===== src/hdl/bdq_ram.sv =====
// generic simple dual-port RAM, one write and one registered read per cycle
module bdq_ram #(
    parameter int WIDTH   = 32,
    parameter int ENTRIES = 32
) (
    input  logic                                        clk,
    input  logic                                        we,
    input  logic [((ENTRIES > 1) ? $clog2(ENTRIES) : 1)-1:0] waddr,
    input  logic [WIDTH-1:0]                            wdata,
    input  logic                                        re,
    input  logic [((ENTRIES > 1) ? $clog2(ENTRIES) : 1)-1:0] raddr,
    output logic [WIDTH-1:0]                            rdata
);

    logic [WIDTH-1:0] mem [ENTRIES];

    // write port
    always_ff @(posedge clk)
    begin
        if (we)
            mem[waddr] <= wdata;
    end

    // registered read port, holds while not enabled
    always_ff @(posedge clk)
    begin
        if (re)
            rdata <= mem[raddr];
    end

endmodule


===== config.mk =====
export PLATFORM = sky130hd
export DESIGN_NAME = bdq_ram
export DESIGN_NICKNAME = d
export VERILOG_FILES = /design/src/hdl/bdq_ram.sv
export SDC_FILE = /design/constraint.sdc
export NUM_CORES = 1
export LEC_CHECK = 0
export BUFFER_PORTS_ARGS = -buffer_cell sky130_fd_sc_hd__buf_4
export CORE_MARGIN = 4
export CORE_UTILIZATION = 60
export DETAILED_ROUTE_END_ITERATION = 8
export HOLD_SLACK_MARGIN = 0.08
export PLACE_DENSITY = 0.77
export SLEW_MARGIN = 20
export SYNTH_ARGS = -nofsm -noshare
export SYNTH_HDL_FRONTEND = slang
export SYNTH_SLANG_ARGS = --single-unit

===== constraint.sdc =====
create_clock -name clk -period 6 [get_ports clk]
set_clock_uncertainty 0.15 [all_clocks]
set_input_delay 0.3 -clock clk [delete_from_list [all_inputs] [get_ports clk]]
set_output_delay 0.3 -clock clk [all_outputs]
set_load 0.02 [all_outputs]

==> PnR_summary.wiki <==
{| class="wikitable"
! Metric !! Value
|-
| Number of DRC markers in iteration 0 || ~2800
|-
| Crit end category || flop
|-
| Average wire per cell in the routed design || a little under 30 um
|-
| I/O pin count || 77
|-
| Fin crit period || 2740 ps
|-
| Area occupied by multi-input gates || about 8600 um2
|-
| Source of the worst register-to-register timing path || mem[7][31]
|-
| Family with the most delay on the worst path || buffers and inverters
|-
| Distinct cells, synth || 24
|-
| Sequence of cells on the critical path || dlygate4sd3_1, buf_4, and2b_4, buf_12, a22o_1, nor3_1, a31oi_1, nand3_1
|-
| Share of async-settable or async-resettable flops after synthesis || 0%
|-
| Share of the synthesized area in the top cell type || just under 80%
|-
| Placeable core region || between 60000 and 70000 um2
|-
| Root buffer cell || clkbuf_16
|-
| TritonCTS clock tree || done
|-
| Setup repair after global routing missed its margin || no
|-
| Post-Synthesis Cell Area || around 41000 um2
|-
| Power density over the cells || ~330 nW/um2
|-
| Worst reg2reg path depth || 5
|-
| Fin. Hold Viols || 0
|-
| Full die area || 72250 um2
|-
| Cell taking the most area after synthesis || edfxtp_1
|-
| Total congestion overflow || 0
|-
| Overall die width || 268.8 um
|-
| Met2 Resource Use GR || ~45%
|-
| Period utilisation layout || around 46%
|-
| Area occupied by registers || roughly 32000 um2
|-
| Count of endpoints failing setup in the final report || 0
|-
| Min-Delay Path Depth || 5
|-
| Area share of fa/ha/maj cells after synthesis || 0%
|-
| Vias in the first global route || ~22000
|-
| Largest incremental delay on the critical path || between 700 and 800 ps
|-
| Sink of the worst hold path || rdata[10]
|-
| Clock latency at the later pin of the worst-skew pair || approximately 640 ps
|-
| Final Max Tran Viols || 0
|-
| Buffer depth of the longest clock path || 3
|-
| Combinational family with the most area after synthesis || multiplexers
|-
| Overall routing resource usage || approximately 28%
|-
| Crit path buf inv count || 3
|-
| Arrival time at the worst endpoint || slightly below 3000 ps
|-
| Wire length of the first global-routing pass || roughly 140000 um
|-
| Fraction of final layout cells with drive strength greater than 1 || ~12%
|-
| LEAKAGE || between 0.015 and 0.02 uW
|-
| Kind of critical path || input port to flop
|-
| Met3 Track Usage GR || under 10%
|-
| Layout overhead on the synthesized area || 12.88%
|-
| Mux contribution to synthesized area || 12.56%
|-
| Overall Power || 15280 uW
|-
| Instance count of the mapped netlist || 2260
|-
| Status || finished, final reports clean
|-
| Dominant cells by area after synthesis || edfxtp_1 (78%), mux2i_1 (13%), a22oi_1 (1.8%)
|-
| Top cells by instance count after synthesis || edfxtp_1 (1056), mux2i_1 (512), nand2_1 (98), nand3_1 (98)
|-
| Critical path data required time || slightly above 6000 ps
|-
| Clock sink count || approximately 1100
|-
| EDFF count, synth || about 1100
|-
| Max-Cap Viols || 0
|-
| Simple-gate portion of the synthesized area || between 3 and 4%
|-
| Drt drc || 0
|-
| Largest net degree at the start of global routing || 129
|-
| Clock input transition at the sequential cells of the worst setup and hold paths || 60 ps
|-
| Per-instance average area after synthesis || between 15 and 20 um2
|-
| Flip-flop and latch count after synthesis || roughly 1100
|-
| Critical Path Source Type || input port
|-
| Max-slew headroom at the worst pin || around 27%
|-
| Worst VDD drop || approximately 0.20 mV
|-
| Number of setup buffers added after CTS || 0
|-
| Most common cell in the netlist || edfxtp_1
|-
| Largest driver fanout on the critical path || 86
|-
| Total wire length after detailed routing || 99540 um
|-
| Critical Path Slowest Stage Cell || and2b_4
|-
| Utilization of the core after routing || about two thirds
|-
| Synth Net Count || between 2000 and 2500
|-
| H-tree depth || 3
|-
| Total via count in the routed design || between 20000 and 25000
|-
| Final Hold Slack || 117.4 ps
|-
| Area share of xor/xnor cells in the synthesized design || 0%
|-
| Nets || roughly 2400
|-
| Starting utilization of the core area || around three fifths
|-
| Remaining antenna violation count after routing || 0
|-
| Top_reg_cell synth || edfxtp_1
|-
| Antenna violations before repair || 5
|-
| Final Wtd Congestion || roughly 0.81
|-
| Kind of path behind the tightest hold check || input port to flop
|-
| R2R Setup Slk || about 4300 ps
|-
| IO buf count || 76
|-
| Actual transition at the worst max-transition pin || roughly 1100 ps
|-
| Sum of negative setup slack || 0 ps
|-
| Highest clock frequency the design can meet || approximately 370 MHz
|-
| Compound-cell area share of the yosys netlist || 4.808%
|-
| Yosys warning total || 0
|-
| Total iterations of the first detailed-routing run || 5
|-
| Total half-perimeter wirelength after legalization and detailed placement || roughly 50000 um
|-
| Sequential-to-total area share from yosys stat || a little under 80%
|-
| Top Usage Layer GRT || met2
|-
| Met1 Use GR || 37.21%
|-
| Standard-cell rows || 95
|-
| Crit Reg-Reg Endpoint || rdata[31]
|-
| Overall die height || ~270 um
|-
| Via-to-Cell Ratio || about 6.5
|-
| Clock buffers created by TritonCTS || just under 100
|-
| Worst min-delay path startpoint || raddr[1]
|-
| Count of filler cells inserted in the layout || a little over 4000
|}
[state kept, by name, summed over array words and instances (netlist names)]
| name | cells |
|---|---|
| mem | 1024 |
| rdata | 32 |
[timing repair]
action,4_1_cts,5_1_grt
hold buffers,34,0
resized for setup,0,0
setup endpoints to repair,0,0
endpoints found under the hold margin,1026,0
[cell families after synthesis]
group | count (synthesis)
AOI/OAI and AO/OA | 288
DFF | 1056
buffers and inverters | 127
and+or+nand+nor | 277
muxes | 512
[final cells by class]
| cell class | count | share of cell area [%] |
|---|---|---|
| sequential | 1056 | 68.85 |
| multi-input combinational | 1077 | 18.69 |
| clock buffer | 120 | 5.688 |
| timing repair buffer | 158 | 3.064 |
| tap | 873 | 2.371 |
| clock inverter | 64 | 1.334 |
| antenna | 1 | 0.005433 |
[worst max-delay path by stage]
stage               cells past startpoint  slack, ps          to  startpoint
floorplan                               3       3120  mem[12][0]    waddr[1]
global placement                        7       2810    rdata[1]    raddr[0]
detailed placement                      7       2780    rdata[1]    raddr[0]
CTS                                     8       3290   rdata[12]    raddr[2]
global route                            8       3130   rdata[18]    raddr[2]
finish                                  8       3260   rdata[18]    raddr[2]
[power breakdown]
part	internal [uW]	leakage [uW]	switching (uW)
clock	3580	0.00157	2620
combinational	270	0.00489	536
sequential	8230	0.00954	37.5
total	12100	0.0160	3190
[cell usage in the layout (no fill, tap or decap), types with 3 or more instances in the layout]
master and n:
edfxtp_1 1056, mux2i_1 512, buf_4 113, clkbuf_16 102, nand3_1 98, nand2_1 97
a22oi_1 96, a21oi_1 96, a22o_1 64, dlygate4sd3_1 34, nor2_4 33, nor3_1 32
a31oi_1 32, clkinv_1 28, clkbuf_1 18, clkinv_2 15, bufinv_16 11, buf_12 9
nand3b_1 5, clkinvlp_4 4, or3b_2 3, inv_6 3
[per-layer routing]
layer | share of wire, % | vias to the layer above
met2 | 49 | 1229
met1 | 38 | 11110
met4 | 3.7 | 8
met5 | 0.051 | -
met3 | 9.1 | 215
li1 | - | 9279
[worst reg2reg max path, stage by stage (launching register included)]
cell	delay [ps]
edfxtp_1	410
mux2i_1	260
a22o_1	200
nor3_1	70
a31oi_1	250
nand3_1	120
[stage by stage]
step           instances  worst slack (ps)  area [um2]
2_1_floorplan       2260              3116       40810
3_3_place_gp        3129              2806       42460
3_5_place_dp        3129              2781       42460
4_1_cts             3347              3289       46030
5_1_grt             3348              3134       46060
6_report            3349              3261       46060
No activity file was read; power rests on OpenSTA's default activity.
