==> config.mk <==
export PLATFORM = sky130hd
export DESIGN_NAME = bdq_cmp
export DESIGN_NICKNAME = d
export VERILOG_FILES = /design/src/hdl/bdq_pkg.sv /design/src/hdl/bdq_cmp.sv
export SDC_FILE = /design/constraint.sdc
export NUM_CORES = 1
export LEC_CHECK = 0
export BUFFER_PORTS_ARGS = -buffer_cell sky130_fd_sc_hd__buf_2
export CAP_MARGIN = 25
export CELL_PAD_IN_SITES_DETAIL_PLACEMENT = 0
export CELL_PAD_IN_SITES_GLOBAL_PLACEMENT = 1
export CORE_UTILIZATION = 29
export DETAILED_ROUTE_END_ITERATION = 10
export PLACE_DENSITY = 0.95
export RECOVER_POWER = 25
export SLEW_MARGIN = 20
export SYNTH_ARGS = -nofsm -noshare
export SYNTH_HDL_FRONTEND = slang
export SYNTH_SLANG_ARGS = --single-unit
==> constraint.sdc <==
create_clock -name vclk -period 3.5
set_input_delay 0.35 -clock vclk [all_inputs]
set_output_delay 0.35 -clock vclk [all_outputs]
set_load 0.01 [all_outputs]
==> src/hdl/bdq_pkg.sv <==
// shared constants, codes, types and address helpers for the bounded deque
package bdq_pkg;

    // store geometry
    localparam int DEPTH = 32;
    localparam int AW    = (DEPTH > 1) ? $clog2(DEPTH) : 1;
    localparam int CW    = $clog2(DEPTH + 1);

    // payload widths
    localparam int CMD_W = 3;
    localparam int VAL_W = 32;
    localparam int CNT_W = 7;
    localparam int ST_W  = 2;

    // command codes
    typedef enum logic [CMD_W-1:0] {
        CMD_PUSH_FRONT = 3'd0,
        CMD_PUSH_BACK  = 3'd1,
        CMD_REMOVE     = 3'd2,
        CMD_MAX        = 3'd3,
        CMD_MIN        = 3'd4,
        CMD_READ_FWD   = 3'd5,
        CMD_READ_REV   = 3'd6,
        CMD_NONE       = 3'd7
    } cmd_t;

    // status codes
    typedef enum logic [ST_W-1:0] {
        ST_OK        = 2'd0,
        ST_EMPTY     = 2'd1,
        ST_NOT_FOUND = 2'd2,
        ST_FULL      = 2'd3
    } status_t;

    // compare flags from the shared compare unit
    typedef struct packed {
        logic eq;
        logic gt;
        logic lt;
    } cmp_res_t;

    // physical slot of a logical offset from the head, circular wrap
    function automatic logic [AW-1:0] bdq_wrap(logic [AW-1:0] base, logic [CW-1:0] off);
        logic [CW:0] sum;
        sum = (CW+1)'(base) + (CW+1)'(off);
        if (sum >= (CW+1)'(DEPTH))
            sum = sum - (CW+1)'(DEPTH);
        return sum[AW-1:0];
    endfunction

    // slot in front of the head, circular wrap
    function automatic logic [AW-1:0] bdq_dec(logic [AW-1:0] base);
        logic [AW-1:0] res;
        if (base == '0)
            res = AW'(DEPTH - 1);
        else
            res = base - 1'b1;
        return res;
    endfunction

endpackage

==> src/hdl/bdq_cmp.sv <==
// shared signed compare unit used by remove, max and min
module bdq_cmp import bdq_pkg::*; (
    input  logic signed [VAL_W-1:0] a,
    input  logic signed [VAL_W-1:0] b,
    output cmp_res_t                res
);

    // two signed magnitude compares and one equality
    always_comb
    begin
        res.eq = (a == b);
        res.gt = (a > b);
        res.lt = (a < b);
    end

endmodule

==> results of run 1 <==
[critical path: stages]
cell	delay (ns)
sky130_fd_sc_hd__buf_2	0.10
sky130_fd_sc_hd__ha_1	0.29
sky130_fd_sc_hd__a21oi_1	0.17
sky130_fd_sc_hd__o21ai_1	0.09
sky130_fd_sc_hd__a221o_1	0.32
sky130_fd_sc_hd__a211o_1	0.24
sky130_fd_sc_hd__a21oi_2	0.20
sky130_fd_sc_hd__mux2i_1	0.20
sky130_fd_sc_hd__buf_2	0.15
[per-stage QoR]
stage,utilization,total power [mW],instance area (um2)
floorplan,-,0.07428,844.6
global placement,0.4419,0.1260,1219
detailed placement,0.4419,0.1281,1219
CTS,0.4419,0.1287,1219
global route,0.4415,0.1503,1217
finish,0.4415,0.1271,1217
[layout by cell type (no fill, tap or decap), types with 3 or more instances in the layout]
| master | Yosys | final |
|---|---|---|
| sky130_fd_sc_hd__nand4_1 | 6 | 6 |
| sky130_fd_sc_hd__nand2_1 | 8 | 8 |
| sky130_fd_sc_hd__a21oi_1 | 9 | 9 |
| sky130_fd_sc_hd__o21ai_0 | 3 | 3 |
| sky130_fd_sc_hd__inv_1 | 34 | 34 |
| sky130_fd_sc_hd__ha_1 | 32 | 32 |
| sky130_fd_sc_hd__nand3_1 | 3 | 3 |
| sky130_fd_sc_hd__a21oi_2 | 3 | 3 |
| sky130_fd_sc_hd__buf_2 | 0 | 66 |
| sky130_fd_sc_hd__nor4_1 | 3 | 3 |
[routing by layer]
layer / GRT usage / routed length [um] / vias up
met5: 0 / 0 / -
met4: 0 / 0 / 0
met3: 0 / 58 / 0
met2: 0.2602 / 968 / 20
met1: 0.1528 / 855 / 420
li1: - / - / 551
[Yosys cell counts]
library cell | n | area (um2)
sky130_fd_sc_hd__a2111oi_0 | 1 | 8.760
sky130_fd_sc_hd__a211o_1 | 1 | 8.760
sky130_fd_sc_hd__a211oi_1 | 1 | 7.510
sky130_fd_sc_hd__a21o_1 | 2 | 15.01
sky130_fd_sc_hd__a21oi_1 | 9 | 45.04
sky130_fd_sc_hd__a21oi_2 | 3 | 26.28
sky130_fd_sc_hd__a221o_1 | 1 | 10.01
sky130_fd_sc_hd__a31oi_1 | 1 | 6.260
sky130_fd_sc_hd__and3_1 | 1 | 6.260
sky130_fd_sc_hd__and4_1 | 1 | 8.760
sky130_fd_sc_hd__ha_1 | 32 | 400.4
sky130_fd_sc_hd__inv_1 | 34 | 127.6
sky130_fd_sc_hd__mux2i_1 | 2 | 20.02
sky130_fd_sc_hd__nand2_1 | 8 | 30.03
sky130_fd_sc_hd__nand2b_1 | 1 | 6.260
sky130_fd_sc_hd__nand3_1 | 3 | 15.01
sky130_fd_sc_hd__nand4_1 | 6 | 37.54
sky130_fd_sc_hd__nor2_1 | 2 | 7.510
sky130_fd_sc_hd__nor2b_1 | 1 | 6.260
sky130_fd_sc_hd__nor4_1 | 3 | 18.77
sky130_fd_sc_hd__o21ai_0 | 3 | 15.01
sky130_fd_sc_hd__o21ai_1 | 2 | 10.01
sky130_fd_sc_hd__o31ai_1 | 1 | 7.510
[area by class of cell]
type / count / area (um2)
fill: 305 / 1540
timing repair buffer: 67 / 334.1
multi-input combinational: 85 / 716.9
inverter: 34 / 127.6
tap: 31 / 38.79
[power groups by stage]
stage / sequential [mW] / combinational [mW] / clock, mW
4_1_cts: 0 / 0.129 / 0
5_1_grt: 0 / 0.150 / 0
2_1_floorplan: 0 / 0.0743 / 0
6_report: 0 / 0.127 / 0
3_3_place_gp: 0 / 0.126 / 0
3_5_place_dp: 0 / 0.128 / 0
[final timing paths]
kind  startpoint      to  cells past startpoint
max         a[7]  res[0]                      9
min        a[31]  res[0]                      4
[cells by family after synthesis]
kind of cell               after synthesis  synth area share
AOI/OAI and AO/OA                       25            0.1896
and+or+nand+nor                         26            0.1615
muxes                                    2           0.02370
adders and majority gates               32            0.4741
buffers and inverters                   34            0.1511
==> reports/metrics.csv, run 1 <==
stage,metric,value,unit
route,total number of vias,991,
pwr,Seq pwr share,0,
floorplan,number of cell rows,19,
route,remaining routing DRC violations,0,
pwr,Combinational Power Share,1.000,
final_layout,Layout Nets,284,
sta,# setup viols final,0,
sta,final hold violations,0,
route,vias per std cell,4.567,
route,Routed wire per std cell,8.668,um
global_route,Tot GR Track Use,0.1262,
cts,hold_buf cts,0,
sta,FMAX,406.4,MHz
pwr,Clock Power Share,0,
synthesis,post-synth net total,215,
floorplan,I/O pins,67,
setup_path,startpoint types,input port,
floorplan,floorplan die area,3132,um2
setup_path,critical path class,in2out,
floorplan,initial cell density of the core,0.3063,
setup_path,category of the worst setup path capture point,output pin,
final_layout,FF/Latch Area,0,um2
final_layout,sequential cell count,0,
global_route,overflow left after global routing,0,
final_layout,clock buffers,0,
cts,post-CTS resize count,0,
place,count of input and output buffers,67,
place,Placed Cells,217,
sta,slew at the pin closest to its max-slew limit,0.5208,ns
floorplan,area of the core,2758,um2
synthesis,synth warn,0,
setup_path,biggest fanout along the worst timing path,2,
sta,fin crit share,0.7031,
place,Post-Place Setup Slack,1.048,ns
place,gp weighted congestion,0.6947,
pwr,Max rail drop VDD,0.04904,mV
floorplan,Chip Width,55.97,um
setup_path,required time at the endpoint of the critical path,3.15,ns
synthesis,"Avg Cell Area, Syn",7.097,um2
route,Starting DRT DRC Count,13,
pwr,power density over cell area,104.4,nW/um2
sta,TNS Setup,0,ns
final_layout,antenna diode count,0,
cts,Post-CTS Setup Repair Bufs,0,
place,HPWL after detailed placement,1832,um
sta,Hold WS,1.202,ns
outcome,status,"finished, final reports clean",
worst_hold_path,Hold WC Path Type,in2out,
setup_path,endpoint arrival time on the critical path,2.11,ns
synthesis,proportion of synthesized chip area in sequential cells,0,
global_route,maximum number of pins on one net before global-route repair,6,
sta,number of max-slew violations in the final report,0,
final_layout,count of non-filler cells in the finished layout,217,
pwr,net load switching power,0.05970,mW
sta,setup repair after global routing missed its margin,no,
global_route,antenna violations before repair,0,
route,antenna-violating nets left,0,
final_layout,proportion of layout cells with a drive suffix above 1,0.3710,
run,max-capacitance violation count,0,
sta,remaining max-slew budget at the tightest pin,0.6496,
synthesis,synth unique cells,23,
synthesis,number of standard cells after synthesis,119,
global_route,first-pass GRT wire length,3401,um
final_layout,Synth-to-Final Area Change,44.15,%
sta,final critical delay including setup and external delays,2.461,ns
pwr,share of total power consumed by net switching,0.4699,
synthesis,cell area after technology mapping,844.6,um2
route,drt first pass iters,4,
pwr,P_int,0.06735,mW
floorplan,chip height,55.97,um
sta,post-route setup slack,1.039,ns
pwr,leakage power,0.8103,nW
global_route,vias in the first global route,938,
route,total detailed-routing wirelength,1881,um
Note: power is estimated with default switching activity, not from simulation.
==> run 2, diff against run 1 <==
ABC_AREA = 1   (was not set)
CORE_UTILIZATION = 25   (was 29)
PLACE_DENSITY = 0.9   (was 0.95)
clock period = 2.2 ns   (was 3.5 ns; I/O delays follow)
==> run 2 against run 1 <==
Synthesized area increased by 14%. Largest cell class unchanged. First-iteration DRC count increased by 7.7%. Wire length decreased by 2.9%. Global-route usage decreased by 3.6 points. Final area increased by 10%. Combinational power increased by 76%. Setup slack got worse by 0.66 ns. Flip-flop and latch count unchanged. Sequential share of layout area unchanged. Worst hold slack got worse by 0.23 ns. Core utilization decreased by 7.4 points. Power increased by 75%.
==> reports/metrics.csv, run 2 <==
stage,metric,value,unit,change
setup_path,worst stage delay on the critical path,0.32,ns,about the same
pwr,total power after layout,0.2226,mW,was 0.1271 mW
floorplan,I/O pins,67,,unchanged
setup_path,CP top delay family,simple AND/OR/NAND/NOR gates,,was compound AO/OA/AOI/OAI gates
synthesis,cell area after technology mapping,959.7,um2,was 844.6 um2
setup_path,startpoint types,input port,,unchanged
sta,setup repair after global routing missed its margin,no,,unchanged
global_route,met3 track demand over resource in global routing,0.007143,,was 0
place,area of placed instances,1355,um2,was 1219 um2
final_layout,fill cell total of the finished layout,416,,was 305
pwr,power density over cell area,165.7,nW/um2,was 104.4 nW/um2
floorplan,Chip Width,63.96,um,was 55.97 um
cts,post-CTS resize count,0,,unchanged
global_route,antenna violations before repair,0,,unchanged
sta,remaining max-slew budget at the tightest pin,0.8029,,was 0.6496
sta,FMAX,550.3,MHz,
route,antenna-violating nets left,0,,unchanged
final_layout,"most common cell after layout, fill and taps aside",sky130_fd_sc_hd__buf_2,,unchanged
cts,Post-CTS Setup Repair Bufs,0,,unchanged
setup_path,number of buffer and inverter stages on the critical path,2,,unchanged
sta,# setup viols final,0,,unchanged
sta,slew at the pin closest to its max-slew limit,0.2931,ns,was 0.5208 ns
place,HPWL after detailed placement,1802,um,was 1832 um
synthesis,"Avg Cell Area, Syn",6.441,um2,was 7.097 um2
final_layout,clock buffers,0,,unchanged
synthesis,most frequent cells after synthesis,"40 x sky130_fd_sc_hd__inv_1, 32 x sky130_fd_sc_hd__ha_1, 30 x sky130_fd_sc_hd__nand2_1, 10 x sky130_fd_sc_hd__a21oi_1, 9 x sky130_fd_sc_hd__nor2_1",,"was 34 x sky130_fd_sc_hd__inv_1, 32 x sky130_fd_sc_hd__ha_1, 9 x sky130_fd_sc_hd__a21oi_1, 8 x sky130_fd_sc_hd__nand2_1, 6 x sky130_fd_sc_hd__nand4_1"
synthesis,post-synth net total,245,,was 215
pwr,Max rail drop VDD,0.07341,mV,was 0.04904 mV
global_route,busiest grt layer,met2,,unchanged
floorplan,floorplan die area,4090,um2,was 3132 um2
sta,Hold WS,0.9740,ns,was 1.202 ns
route,vias per std cell,3.955,,was 4.567
setup_path,critical path class,in2out,,unchanged
final_layout,Finished Cell Area,1344,um2,was 1217 um2
final_layout,proportion of layout cells with a drive suffix above 1,0.3981,,was 0.3710
setup_path,biggest fanout along the worst timing path,3,,was 2
sta,number of max-slew violations in the final report,0,,unchanged
synthesis,cell type with the highest aggregate area in the netlist,sky130_fd_sc_hd__ha_1,,unchanged
setup_path,CP Cell Sequence,buf_2 -> ha_1 -> nand2_1 -> nand2_1 -> nand2_1 -> nand2_1 -> nand2_1 -> nand3_2 -> a21oi_1 -> nand2_1 -> nand2_1 -> nand2_2 -> nor2_2 -> buf_2,,was buf_2 -> ha_1 -> a21oi_1 -> o21ai_1 -> a221o_1 -> a211o_1 -> a21oi_2 -> mux2i_1 -> buf_2
final_layout,fin util,0.3671,,was 0.4415
route,drt first pass iters,4,,unchanged
final_layout,"top library cells by usage in the layout, fill and taps aside","67 x sky130_fd_sc_hd__buf_2, 40 x sky130_fd_sc_hd__inv_1, 32 x sky130_fd_sc_hd__ha_1, 30 x sky130_fd_sc_hd__nand2_1, 11 x sky130_fd_sc_hd__a21oi_1",,"was 66 x sky130_fd_sc_hd__buf_2, 34 x sky130_fd_sc_hd__inv_1, 32 x sky130_fd_sc_hd__ha_1, 9 x sky130_fd_sc_hd__a21oi_1, 8 x sky130_fd_sc_hd__nand2_1"
sta,final critical delay including setup and external delays,1.817,ns,
sta,final hold violations,0,,unchanged
route,Starting DRT DRC Count,14,,was 13
sta,post-route setup slack,0.3829,ns,was 1.039 ns
final_layout,sequential cell count,0,,unchanged
synthesis,number of standard cells after synthesis,149,,was 119
final_layout,antenna diode count,0,,unchanged
floorplan,initial cell density of the core,0.2621,,was 0.3063
floorplan,chip height,63.96,um,was 55.97 um
synthesis,synth warn,0,,unchanged
final_layout,multi-input logic area,794.5,um2,was 716.9 um2
global_route,vias in the first global route,908,,was 938
synthesis,synth unique cells,19,,was 23
run,max-capacitance violation count,0,,unchanged
sta,fin crit share,0.8260,,
final_layout,FF/Latch Area,0,um2,unchanged
synthesis,top-area cell type share of the netlist area,0.4172,,was 0.4741
synthesis,cell types occupying the most area after synthesis,"sky130_fd_sc_hd__ha_1 42%, sky130_fd_sc_hd__inv_1 16%, sky130_fd_sc_hd__nand2_1 12%, sky130_fd_sc_hd__a21oi_1 5.2%, sky130_fd_sc_hd__nand2_2 4.6%",,"was sky130_fd_sc_hd__ha_1 47%, sky130_fd_sc_hd__inv_1 15%, sky130_fd_sc_hd__a21oi_1 5.3%, sky130_fd_sc_hd__nand4_1 4.4%, sky130_fd_sc_hd__nand2_1 3.6%"
global_route,global-route track usage on met1,0.1229,,was 0.1528
route,Routed wire per std cell,6.920,um,was 8.668 um
global_route,overflow left after global routing,0,,unchanged
synthesis,dominant cell by count in the synthesized netlist,sky130_fd_sc_hd__inv_1,,unchanged
synthesis,proportion of synthesized chip area in sequential cells,0,,unchanged
final_layout,Synth-to-Final Area Change,40.03,%,was 44.15%
global_route,first-pass GRT wire length,3249,um,was 3401 um
place,Post-Place Setup Slack,0.4260,ns,was 1.048 ns
setup_path,Worst path most repeated cell,sky130_fd_sc_hd__nand2_1,,was sky130_fd_sc_hd__buf_2
route,total number of vias,1044,,was 991
setup_path,category of the worst setup path capture point,output pin,,unchanged
route,remaining routing DRC violations,0,,unchanged
final_layout,count of non-filler cells in the finished layout,264,,was 217
route,total detailed-routing wirelength,1827,um,was 1881 um
global_route,Tot GR Track Use,0.09067,,was 0.1262
pwr,leakage power,0.8893,nW,was 0.8103 nW
global_route,met2 layer usage reported by global route,0.1636,,was 0.2602
place,Placed Cells,264,,was 217
cts,hold_buf cts,0,,unchanged
setup_path,required time at the endpoint of the critical path,1.98,ns,was 3.15 ns
final_layout,Layout Nets,314,,was 284
setup_path,master of the slowest instance on the critical path,sky130_fd_sc_hd__ha_1,,was sky130_fd_sc_hd__a221o_1
setup_path,endpoint arrival time on the critical path,1.60,ns,was 2.11 ns
global_route,maximum number of pins on one net before global-route repair,4,,was 6
floorplan,number of cell rows,22,,was 19
floorplan,area of the core,3661,um2,was 2758 um2
worst_hold_path,Hold WC Path Type,in2out,,unchanged
outcome,status,"finished, final reports clean",,unchanged
sta,TNS Setup,0,ns,unchanged
place,gp weighted congestion,0.6919,,was 0.6947
place,count of input and output buffers,67,,unchanged
[run 2: cell types whose count changed in the layout (fill, tap and decap cells not counted), moves of 3 or more]
cell                      before  now
sky130_fd_sc_hd__nand4_1       6    1
sky130_fd_sc_hd__nor2_1        2    9
sky130_fd_sc_hd__nand2_1       8   30
sky130_fd_sc_hd__nand2_2       0    7
sky130_fd_sc_hd__nor4_1        3    0
sky130_fd_sc_hd__inv_1        34   40
sky130_fd_sc_hd__nor2_2        0    3
[run 2: kinds of logic after synthesis]
logic type	after synthesis	synth area share
compound gates	15	0.09649
simple gates	61	0.3259
fa+ha+maj	32	0.4172
buf+inv	41	0.1604
[run 2: cell type report]
type | count | share of cell area
repair buffers | 67 | 0.2495
inverters | 41 | 0.1145
multi-input cells | 108 | 0.5912
well taps | 48 | 0.04469
[run 2: path summary, 6_finish.rpt]
check	start	to	slack [ns]	cells after the start
worst max-delay path	a[17]	res[1]	0.38	14
worst min-delay path	a[30]	res[0]	0.97	6
[run 2: where the power goes]
group / internal [mW] / leakage [nW] / switching [mW]
logic: 0.112 / 0.889 / 0.111
clock network: 0 / 0 / 0
registers: 0 / 0 / 0
[run 2: routing by layer]
metal,share of wire,up-vias
met4,0,0
met5,0,-
met3,0.091,0
li1,-,601
met2,0.42,41
met1,0.49,402
==> run 3, diff against run 2 <==
clock period = 1.62 ns   (was 2.2 ns; I/O delays follow)
==> run 3 against run 2 <==
The run now ends with setup timing left. Setup slack got worse by 0.39 ns. Sequential share of layout area did not move. Flip-flop and latch count did not move. Non-clock buffer count rose by 2. Final cell count rose by 0.76%. Power rose by 83%. Via count rose by 5.5%. First-iteration DRC count fell by 79%. Die area did not move. Core utilization rose by 8.3 points. Critical path type unchanged.
==> reports/metrics.csv, run 3 (same netlist as run 2, synthesis figures left out) <==
stage,metric,value,unit,change
floorplan,Chip Width,63.96,um,unchanged
final_layout,sequential cell count,0,,unchanged
sta,post-route setup slack,-0.008538,ns,was 0.3829 ns
floorplan,chip height,63.96,um,unchanged
floorplan,initial cell density of the core,0.2621,,unchanged
setup_path,master of the slowest instance on the critical path,sky130_fd_sc_hd__nor4_4,,was sky130_fd_sc_hd__ha_1
sta,# setup viols final,1,,was 0
sta,slew at the pin closest to its max-slew limit,0.2523,ns,was 0.2931 ns
worst_hold_path,launch instance of the worst min-delay path,a[30],,unchanged
place,count of input and output buffers,67,,unchanged
sta,TNS Setup,-0.008538,ns,was 0 ns
final_layout,"top library cells by usage in the layout, fill and taps aside","64 x sky130_fd_sc_hd__buf_2, 33 x sky130_fd_sc_hd__inv_1, 27 x sky130_fd_sc_hd__nand2_1, 17 x sky130_fd_sc_hd__ha_4, 15 x sky130_fd_sc_hd__ha_1",,"was 67 x sky130_fd_sc_hd__buf_2, 40 x sky130_fd_sc_hd__inv_1, 32 x sky130_fd_sc_hd__ha_1, 30 x sky130_fd_sc_hd__nand2_1, 11 x sky130_fd_sc_hd__a21oi_1"
final_layout,"most common cell after layout, fill and taps aside",sky130_fd_sc_hd__buf_2,,unchanged
setup_path,critical path class,in2out,,unchanged
sta,fin crit share,1.005,,
final_layout,count of non-filler cells in the finished layout,266,,was 264
route,total detailed-routing wirelength,2394,um,was 1827 um
setup_path,biggest fanout along the worst timing path,3,,unchanged
global_route,met3 track demand over resource in global routing,0.003571,,was 0.007143
setup_path,number of buffer and inverter stages on the critical path,3,,was 2
pwr,leakage power,0.9303,nW,was 0.8893 nW
global_route,first-pass GRT wire length,3525,um,was 3249 um
worst_hold_path,Hold EP,res[0],,unchanged
outcome,status,"finished, violations left",,"was finished, final reports clean"
sta,number of max-slew violations in the final report,0,,unchanged
sta,FMAX,614.0,MHz,
route,Routed wire per std cell,9.000,um,was 6.920 um
route,remaining routing DRC violations,0,,unchanged
global_route,Tot GR Track Use,0.1030,,was 0.09067
setup_path,required time at the endpoint of the critical path,1.46,ns,was 1.98 ns
setup_path,startpoint types,input port,,unchanged
floorplan,area of the core,3661,um2,unchanged
final_layout,proportion of layout cells with a drive suffix above 1,0.5505,,was 0.3981
final_layout,antenna diode count,0,,unchanged
route,antenna-violating nets left,0,,unchanged
run,max-capacitance violation count,0,,unchanged
global_route,busiest grt layer,met2,,unchanged
place,HPWL after detailed placement,1841,um,was 1802 um
floorplan,number of cell rows,22,,unchanged
route,vias per std cell,4.139,,was 3.955
global_route,met2 layer usage reported by global route,0.2207,,was 0.1636
global_route,antenna violations before repair,0,,unchanged
sta,Hold WS,0.8482,ns,was 0.9740 ns
final_layout,fin util,0.4498,,was 0.3671
global_route,global-route track usage on met1,0.1144,,was 0.1229
sta,final critical delay including setup and external delays,1.629,ns,
setup_path,endpoint arrival time on the critical path,1.47,ns,was 1.60 ns
route,drt first pass iters,3,,was 4
setup_path,worst stage delay on the critical path,0.30,ns,was 0.32 ns
final_layout,clock buffers,0,,unchanged
final_layout,Layout Nets,316,,was 314
setup_path,category of the worst setup path capture point,output pin,,unchanged
worst_hold_path,Hold Crit Depth,6,,unchanged
place,Placed Cells,266,,was 264
worst_hold_path,Hold WC Path Type,in2out,,unchanged
setup_path,CP Cell Sequence,buf_6 -> inv_4 -> ha_4 -> nand4_1 -> nor3_4 -> nand3_2 -> nor4_4 -> nor2_2 -> buf_2,,was buf_2 -> ha_1 -> nand2_1 -> nand2_1 -> nand2_1 -> nand2_1 -> nand2_1 -> nand3_2 -> a21oi_1 -> nand2_1 -> nand2_1 -> nand2_2 -> nor2_2 -> buf_2
final_layout,Synth-to-Final Area Change,71.58,%,was 40.03%
sta,final hold violations,0,,unchanged
floorplan,floorplan die area,4090,um2,unchanged
outcome,violations in the final reports,setup timing,,
final_layout,FF/Latch Area,0,um2,unchanged
sta,setup repair after global routing missed its margin,yes,,was no
place,gp weighted congestion,0.6940,,was 0.6919
route,total number of vias,1101,,was 1044
sta,remaining max-slew budget at the tightest pin,0.8306,,was 0.8029
global_route,overflow left after global routing,0,,unchanged
pwr,Max rail drop VDD,0.09976,mV,was 0.07341 mV
pwr,total power after layout,0.4082,mW,was 0.2226 mW
setup_path,CP top delay family,simple AND/OR/NAND/NOR gates,,unchanged
floorplan,I/O pins,67,,unchanged
global_route,maximum number of pins on one net before global-route repair,4,,unchanged
route,Starting DRT DRC Count,3,,was 14
cts,Post-CTS Setup Repair Bufs,0,,unchanged
global_route,vias in the first global route,938,,was 908
final_layout,fill cell total of the finished layout,391,,was 416
pwr,power density over cell area,247.9,nW/um2,was 165.7 nW/um2
## run 3: power breakdown
group	internal, mW	switching, mW	total (mW)	leakage, nW
Clock	0	0	0	0
Sequential	0	0	0	0
Combinational	0.210	0.198	0.408	0.930
## run 3: repair_timing
action / 4_1_cts / 5_1_grt
pin swaps: 8 / 6
endpoints found under the hold margin: 0 / 0
hold buffers: 0 / 0
gates resized for setup: 11 / 28
endpoints found under the setup margin: 1 / 3
## run 3: layer usage
layer / wire (um) / vias up
met4: 0 / 0
met1: 966 / 457
met3: 141 / 0
li1: - / 603
met5: 0 / -
met2: 1286 / 41
## run 3: area by class of cell
class	instances	area, um2	area share
tap	48	60.06	0.03647
timing repair buffer	69	369.1	0.2242
multi-input combinational	108	1061	0.6444
inverter	41	156.4	0.09498
## run 3: metrics by stage
stage	area, um2	setup WS (ns)
CTS	1486	-0.02477
global route	1647	-0.1086
finish	1647	-0.008538
global placement	1370	-0.02658
detailed placement	1370	-0.05345
floorplan	959.7	0.1799
## run 3: tightest hold or removal path, cell delays in order
cell and delay (ns):
sky130_fd_sc_hd__buf_2 0.08, sky130_fd_sc_hd__ha_1 0.13, sky130_fd_sc_hd__nor2_1 0.05, sky130_fd_sc_hd__nand3_2 0.06, sky130_fd_sc_hd__nand2_2 0.06, sky130_fd_sc_hd__buf_2 0.14
## run 3: how the worst max path moves through the flow
stage | from | end | cells after the start
2_1_floorplan | b[21] | res[1] | 11
5_1_grt | b[11] | res[1] | 9
3_3_place_gp | a[19] | res[1] | 14
3_5_place_dp | a[11] | res[1] | 12
6_report | b[11] | res[1] | 9
4_1_cts | b[15] | res[1] | 13
